File: src/hw/rtl/arc_pkg.sv
// Shared constants and helpers for the arithmetic reachability check.
// No dependencies; imported by arith_reachability_check.
`timescale 1ns / 1ps

package arc_pkg;

	localparam int unsigned VALUE_W  = 32;
	localparam int unsigned LEN_W    = 3;
	localparam int unsigned LIMIT_W  = 8;
	localparam int unsigned N_BYTES  = 4;
	localparam int unsigned N_WORDS  = 2;

	localparam logic [LIMIT_W-1:0] LIMIT_RESET = 8'd35;

	// operand widths in bytes
	localparam logic [LEN_W-1:0] LEN_NONE  = 3'd0;
	localparam logic [LEN_W-1:0] LEN_BYTE  = 3'd1;
	localparam logic [LEN_W-1:0] LEN_WORD  = 3'd2;
	localparam logic [LEN_W-1:0] LEN_TRI   = 3'd3;
	localparam logic [LEN_W-1:0] LEN_DWORD = 3'd4;

	// index 0: plain order, index 1: byte-swapped order
	localparam int unsigned N_ORDERS = 2;

	typedef logic [7:0]  byte_t;
	typedef logic [15:0] word_t;
	typedef logic [31:0] dword_t;

	function automatic dword_t swap32(input dword_t v);
		return {v[7:0], v[15:8], v[23:16], v[31:24]};
	endfunction

endpackage

File: src/hw/rtl/arith_reachability_check.sv
// Arithmetic reachability check: three-stage pipeline of subtracts,
// limit compares and the final combine. Depends on arc_pkg.
`timescale 1ns / 1ps

// A beat taken with start is registered in stage 1, then stage 2, then stage 3;
// done and reachable are driven straight from the stage 3 registers.
// Throughput: one beat per cycle; busy is always low and the subtract,
// compare and combine stages each take a new beat every cycle.
// The result is held for one cycle only: the receiver cannot stall.
// Reset (arst_n low) clears all valid bits and sets the limit to 35.
module arith_reachability_check
	import arc_pkg::*;
(
	input  logic               clk,
	input  logic               arst_n,
	input  logic               start,
	output logic               busy,
	input  logic [VALUE_W-1:0] old_value,
	input  logic [VALUE_W-1:0] new_value,
	input  logic [LEN_W-1:0]   byte_len,
	input  logic               limit_we,
	input  logic [LIMIT_W-1:0] limit_wdata,
	output logic               done,
	output logic               reachable
);

	logic [LIMIT_W-1:0] limit_q;

	always_ff @(posedge clk or negedge arst_n) begin
		if (!arst_n) begin
			limit_q <= LIMIT_RESET;
		end else if (limit_we) begin
			limit_q <= limit_wdata;
		end
	end

	assign busy = 1'b0;

	// ---------------- stage 1: differences ----------------
	logic [LEN_W-1:0] len_c;
	byte_t            oa [N_BYTES];
	byte_t            na [N_BYTES];
	dword_t           os, ns;

	always_comb begin
		len_c = (byte_len > LEN_DWORD) ? LEN_DWORD : byte_len;
		for (int i = 0; i < N_BYTES; i++) begin
			oa[i] = old_value[8*i +: 8];
			na[i] = new_value[8*i +: 8];
		end
		os = swap32(old_value);
		ns = swap32(new_value);
	end

	logic               valid_s1;
	logic [LEN_W-1:0]   len_s1;
	logic               eq_s1;
	logic [N_BYTES-1:0] bne_s1;
	byte_t              bdn_s1 [N_BYTES];
	byte_t              bup_s1 [N_BYTES];
	word_t              wdn_s1 [N_WORDS][N_ORDERS];
	word_t              wup_s1 [N_WORDS][N_ORDERS];
	dword_t             ddn_s1 [N_ORDERS];
	dword_t             dup_s1 [N_ORDERS];

	always_ff @(posedge clk or negedge arst_n) begin
		if (!arst_n) begin
			valid_s1 <= 1'b0;
		end else begin
			valid_s1 <= start;
		end
	end

	always_ff @(posedge clk) begin
		if (start) begin
			len_s1 <= len_c;
			eq_s1  <= (old_value == new_value);
			for (int i = 0; i < N_BYTES; i++) begin
				bne_s1[i] <= (oa[i] != na[i]);
				bdn_s1[i] <= oa[i] - na[i];
				bup_s1[i] <= na[i] - oa[i];
			end
			for (int w = 0; w < N_WORDS; w++) begin
				wdn_s1[w][0] <= {oa[2*w+1], oa[2*w]} - {na[2*w+1], na[2*w]};
				wup_s1[w][0] <= {na[2*w+1], na[2*w]} - {oa[2*w+1], oa[2*w]};
				wdn_s1[w][1] <= {oa[2*w], oa[2*w+1]} - {na[2*w], na[2*w+1]};
				wup_s1[w][1] <= {na[2*w], na[2*w+1]} - {oa[2*w], oa[2*w+1]};
			end
			ddn_s1[0] <= old_value - new_value;
			dup_s1[0] <= new_value - old_value;
			ddn_s1[1] <= os - ns;
			dup_s1[1] <= ns - os;
		end
	end

	// ---------------- stage 2: compare against the limit ----------------
	logic               valid_s2;
	logic [LEN_W-1:0]   len_s2;
	logic               eq_s2;
	logic [N_BYTES-1:0] bne_s2;
	logic [N_BYTES-1:0] bnear_s2;
	logic [N_WORDS-1:0] wnear_s2;
	logic               dnear_s2;

	always_ff @(posedge clk or negedge arst_n) begin
		if (!arst_n) begin
			valid_s2 <= 1'b0;
		end else begin
			valid_s2 <= valid_s1;
		end
	end

	always_ff @(posedge clk) begin
		if (valid_s1) begin
			len_s2 <= len_s1;
			eq_s2  <= eq_s1;
			bne_s2 <= bne_s1;
			for (int i = 0; i < N_BYTES; i++) begin
				bnear_s2[i] <= (bdn_s1[i] <= limit_q) || (bup_s1[i] <= limit_q);
			end
			for (int w = 0; w < N_WORDS; w++) begin
				wnear_s2[w] <=
					(wdn_s1[w][0] <= {8'd0, limit_q}) || (wup_s1[w][0] <= {8'd0, limit_q}) ||
					(wdn_s1[w][1] <= {8'd0, limit_q}) || (wup_s1[w][1] <= {8'd0, limit_q});
			end
			dnear_s2 <=
				(ddn_s1[0] <= {24'd0, limit_q}) || (dup_s1[0] <= {24'd0, limit_q}) ||
				(ddn_s1[1] <= {24'd0, limit_q}) || (dup_s1[1] <= {24'd0, limit_q});
		end
	end

	// ---------------- stage 3: combine ----------------
	logic [N_BYTES-1:0] bmask;
	logic [N_WORDS-1:0] wmask;
	logic [N_BYTES-1:0] bsel;
	logic [N_WORDS-1:0] wsel;
	logic [N_WORDS-1:0] wne;
	logic               byte_ok, word_ok, dword_ok;

	always_comb begin
		unique case (len_s2)
			LEN_NONE:  begin bmask = 4'b0000; wmask = 2'b00; end
			LEN_BYTE:  begin bmask = 4'b0001; wmask = 2'b00; end
			LEN_WORD:  begin bmask = 4'b0011; wmask = 2'b01; end
			LEN_TRI:   begin bmask = 4'b0111; wmask = 2'b01; end
			LEN_DWORD: begin bmask = 4'b1111; wmask = 2'b11; end
			default:   begin bmask = 4'b1111; wmask = 2'b11; end
		endcase
		for (int w = 0; w < N_WORDS; w++) begin
			wne[w] = bne_s2[2*w] | bne_s2[2*w+1];
		end
		bsel = bne_s2 & bmask;
		wsel = wne & wmask;
		// exactly one lane differs, and that lane is within the limit
		byte_ok  = $onehot(bsel) && |(bsel & bnear_s2);
		word_ok  = $onehot(wsel) && |(wsel & wnear_s2);
		dword_ok = (len_s2 == LEN_DWORD) && dnear_s2;
	end

	logic valid_s3;
	logic reach_s3;

	always_ff @(posedge clk or negedge arst_n) begin
		if (!arst_n) begin
			valid_s3 <= 1'b0;
		end else begin
			valid_s3 <= valid_s2;
		end
	end

	always_ff @(posedge clk) begin
		if (valid_s2) begin
			reach_s3 <= eq_s2 || byte_ok || word_ok || dword_ok;
		end
	end

	assign done      = valid_s3;
	assign reachable = reach_s3;

endmodule

File: config.mk
export PLATFORM = sky130hd
export DESIGN_NAME = arith_reachability_check
export DESIGN_NICKNAME = d
export VERILOG_FILES = /design/src/hw/rtl/arc_pkg.sv /design/src/hw/rtl/arith_reachability_check.sv
export SDC_FILE = /design/constraint.sdc
export NUM_CORES = 1
export LEC_CHECK = 0
export ABC_AREA = 1
export BUFFER_PORTS_ARGS = -buffer_cell sky130_fd_sc_hd__buf_2
export CORE_MARGIN = 2
export CORE_UTILIZATION = 61
export DETAILED_ROUTE_END_ITERATION = 10
export PLACE_DENSITY = 0.85
export SLEW_MARGIN = 40
export SYNTH_ARGS = -nofsm -noshare
export SYNTH_HDL_FRONTEND = slang
export SYNTH_SLANG_ARGS = --single-unit
File: constraint.sdc
create_clock -name clk -period 3.8 [get_ports clk]
set_input_delay 0.38 -clock clk [delete_from_list [all_inputs] [get_ports clk]]
set_output_delay 0.38 -clock clk [all_outputs]
set_load 0.03 [all_outputs]
==> qor.csv <==
stage,metric,value,unit
status,outcome,completed,
route,routed_wl,55100,um
global_route,grt_pass1_wl,82200,um
synth,synth_edf_count,212,
timing,final_max_slew_viol_count,0,
power_and_ir_drop,power_switching,0.00282,W
timing,fmax,413,MHz
route,vias_per_cell,5.67,
route,dr_total_vias,15423,
synth,synth_ff_type,edfxtp_1,
synth,yosys_warnings,0,
power_and_ir_drop,power_density,444,nW/um^2
place,gp_congestion,1.11,
synth,synth_seq_area_share,39.1,%
place,io_buffers,80,
power_and_ir_drop,clockPowerShare,31.1,%
cts,clk_pin_slew,0.06,ns
synth,synth.top_cells.by_count,"nand2_1, inv_1, edfxtp_1",
critical_path,path_max_fanout,10,
timing,finalSetupTns,0,ns
critical_path,criticalPathCategory,in2reg,
critical_path,critPathCaptureType,register,
power_and_ir_drop,finalPower,0.00823,W
power_and_ir_drop,pwr-share-seq,40.7,%
synth,synth_top_area_share,37.5,%
synth,synth_cell_types,39,
power_and_ir_drop,ir_worst_vdd,0.318,mV
power_and_ir_drop,power.leakage,9.51,nW
route,drtIter0Drc,2211,
die,ios,82,
die,fp.dieW,171,um
cts,cts_tree,built,
critical_path,path_cells,"buf_2, inv_1, ha_1, nand2_4, nor2_4, inv_2, nor2_2, nand2_1, nand3_1, nand2_1, nand3_1, nand2_1",
cts,cts.path.max_buffers,3,
power_and_ir_drop,internal-power,0.00541,W
synth,synth.most_common_cell,nand2_1,
die,rows,61,
cts,cts-buffers-inserted,24,
critical_path,worstSetupStartpointType,input pin,
critical_path,slowest_stage,ha_1,
die,core_area,27600,sq um
global_route,track_usage,38.1,%
die,die_h,171,um
place,place_area,17700,sq um
synth,synth_nets,2471,
global_route,antenna_found_initial,2,
critical_path,arrival,2.69,ns
final_layout,drive_gt1_share,7.47,%
cts,clock_sinks,223,
cts,htreeDepth,1,
synth,synth.area.top_cells,"edfxtp_1, nand2_1, ha_1, inv_1, xor2_1",
route,firstDrtPassIters,6,
synth,synthCells,2249,
route,wire_per_inst,20.2,um
critical_path,crit_buf_inv,3,
place,pre_cts_slack,0.969,ns
die,start_util,61.5,%
timing,skew,0.0115,ns
timing,setup_ws,1.38,ns
timing,rsz0062_at_grt,false,
critical_path,path_common_cell,nand2_1,
place,post-dp-hpwl,44900,um
synth,yosysTopAreaCell,edfxtp_1,
power_and_ir_drop,p_comb_share,28.2,%
synth,avgSynthCellArea,7.55,sq um
global_route,grt_pass1_vias,14596,
cts,clk_latency,0.53,ns
route,ant_nets,0,
global_route,grt_max_degree,82,
cts,post_cts_buffers,0,
timing,fin_crit,2.42,ns
timing,setup_viol,0,
synth,synthArstFlopShare,4.93,%
global_route,overflow,0,
synth,ys_seq_elements,223,
power_and_ir_drop,power_switching_share,34.2,%
job,cap_violations,0,
final_layout,final_nets,2549,
die,die-area,29200,sq um
final_layout,antennaDiodeCount,0,
final_layout,syn_to_final_growth,9.06,%
worst_hold_path,hold_class,in2reg,
timing,relSlewSlack,48.9,%
critical_path,critical_path_required,4.07,ns
timing,hold_viol_final,0,
timing,post-route-period-util,63.7,%
route,drc,0,
timing,max_slew.worst_pin.slew,0.766,ns
synth,netlist_area,17000,sq um
critical_path,max_stage_delay,0.74,ns
final_layout,final_cell_area,18500,sq um
cts,cts_root_buffer,clkbuf_16,
critical_path,path_delay_family,simple AND/OR/NAND/NOR gates,
state kept, by name (all words and copies together) (netlist names), 2 cells and up:
name      count
ddn_s1       41
len_s1        3
dup_s1       64
wup_s1       18
wdn_s1       27
bne_s1        4
limit_q       8
bnear_s2      4
bdn_s1       24
bne_s2        4
bup_s1       14
len_s2        3
wnear_s2      2
path summary, 6_finish.rpt:
| path | from | to | slack, ns | cells past startpoint |
|---|---|---|---|---|
| setup / recovery | old_value[18] | ddn_s1[0][60]$_DFFE_PP_ | 1.38 | 12 |
| hold / removal | byte_len[2] | len_s1[2]$_SDFFCE_PN1P_ | 0.06 | 1 |
| setup reg to reg | len_s2[2]$_DFFE_PP_ | reachable$_DFFE_PP_ | 1.62 | 9 |
| hold reg to reg | valid_s2$_DFF_PN0_ | done$_DFF_PN0_ | 0.39 | 0 |
| max in group asynchronous | arst_n | limit_q[0]$_DFFE_PN1P_ | 3.29 | 2 |
| min in group asynchronous | arst_n | limit_q[3]$_DFFE_PN0P_ | 0.25 | 2 |
power groups by stage:
stage                     Sequential (W)  Clock [W]  Combinational [W]
after floorplan                  0.00331          0            0.00145
after global placement           0.00338          0            0.00215
after detailed placement         0.00339          0            0.00223
after CTS                        0.00334    0.00255            0.00224
after global routing             0.00337    0.00265            0.00252
final                            0.00335    0.00256            0.00232
worst register-to-register path, stage by stage, from the launching register on:
cell,delay (ns)
edfxtp_1,0.45
inv_1,0.08
nand2_1,0.07
o21a_1,0.21
fa_1,0.48
ha_1,0.21
ha_1,0.27
nor2_1,0.04
nand3_1,0.07
nand2_1,0.06
cell usage in the layout, fill, tap and decap left out, drive strengths merged:
| master | count |
|---|---|
| a21o | 3 |
| a21oi | 116 |
| a31oi | 1 |
| and2 | 7 |
| buf | 83 |
| bufinv | 5 |
| clkbuf | 25 |
| clkinv | 10 |
| clkinvlp | 2 |
| conb | 1 |
| dfrtp | 8 |
| dfstp | 3 |
| dlygate4sd3 | 1 |
| edfxtp | 212 |
| fa | 9 |
| ha | 134 |
| inv | 396 |
| mux2 | 1 |
| nand2 | 822 |
| nand3 | 92 |
| nand4 | 29 |
| nor2 | 194 |
| nor3 | 12 |
| nor4 | 6 |
| o21a | 3 |
| o21ai | 32 |
| o21bai | 13 |
| or2 | 2 |
| xnor2 | 8 |
| xor2 | 114 |
layer usage:
layer | track usage (%) | share of wire (%) | routed length (um) | vias to the layer above
met5 | 0 | 0.024 | 13 | -
met4 | 16.0 | 4.8 | 2640 | 2
met3 | 7.15 | 11 | 6260 | 161
met2 | 59.9 | 44 | 24300 | 999
met1 | 52.1 | 40 | 21900 | 7064
li1 | - | - | - | 7197
kinds of logic after synthesis:
group	count (synthesis)	synth area share, %
DFF	223	39.1
buffers and inverters	427	10.1
xor gates and xnor gates	122	6.29
other	1	0.0221
and+or+nand+nor	1164	28.2
adders and majority gates	143	10.9
AOI/OAI and AO/OA	168	5.24
muxes	1	0.0663
stage by stage:
step / instances / util [%] / hold slack (ns)
floorplan: 2249 / - / 0.0844
global placement: 2678 / 63.9 / 0.249
detailed placement: 2678 / 63.9 / 0.254
CTS: 2722 / 67.0 / 0.0553
global route: 2722 / 67.0 / 0.0600
finish: 2722 / 67.0 / 0.0561
layout make-up:
| type | instances | area [sq um] |
|---|---|---|
| multi-input cells | 1599 | 8620 |
| repair buffers | 84 | 452 |
| inverters | 395 | 1480 |
| clock inverters | 18 | 228 |
| fillers | 2374 | 9110 |
| flip-flops and latches | 223 | 6650 |
| well taps | 378 | 473 |
| clock buffers | 25 | 626 |
what timing repair did:
action,CTS,global route
resized for setup,0,0
endpoints found under the hold margin,11,0
endpoints found under the setup margin,0,0
hold buffers,1,0
No activity file was read; power rests on OpenSTA's default activity.
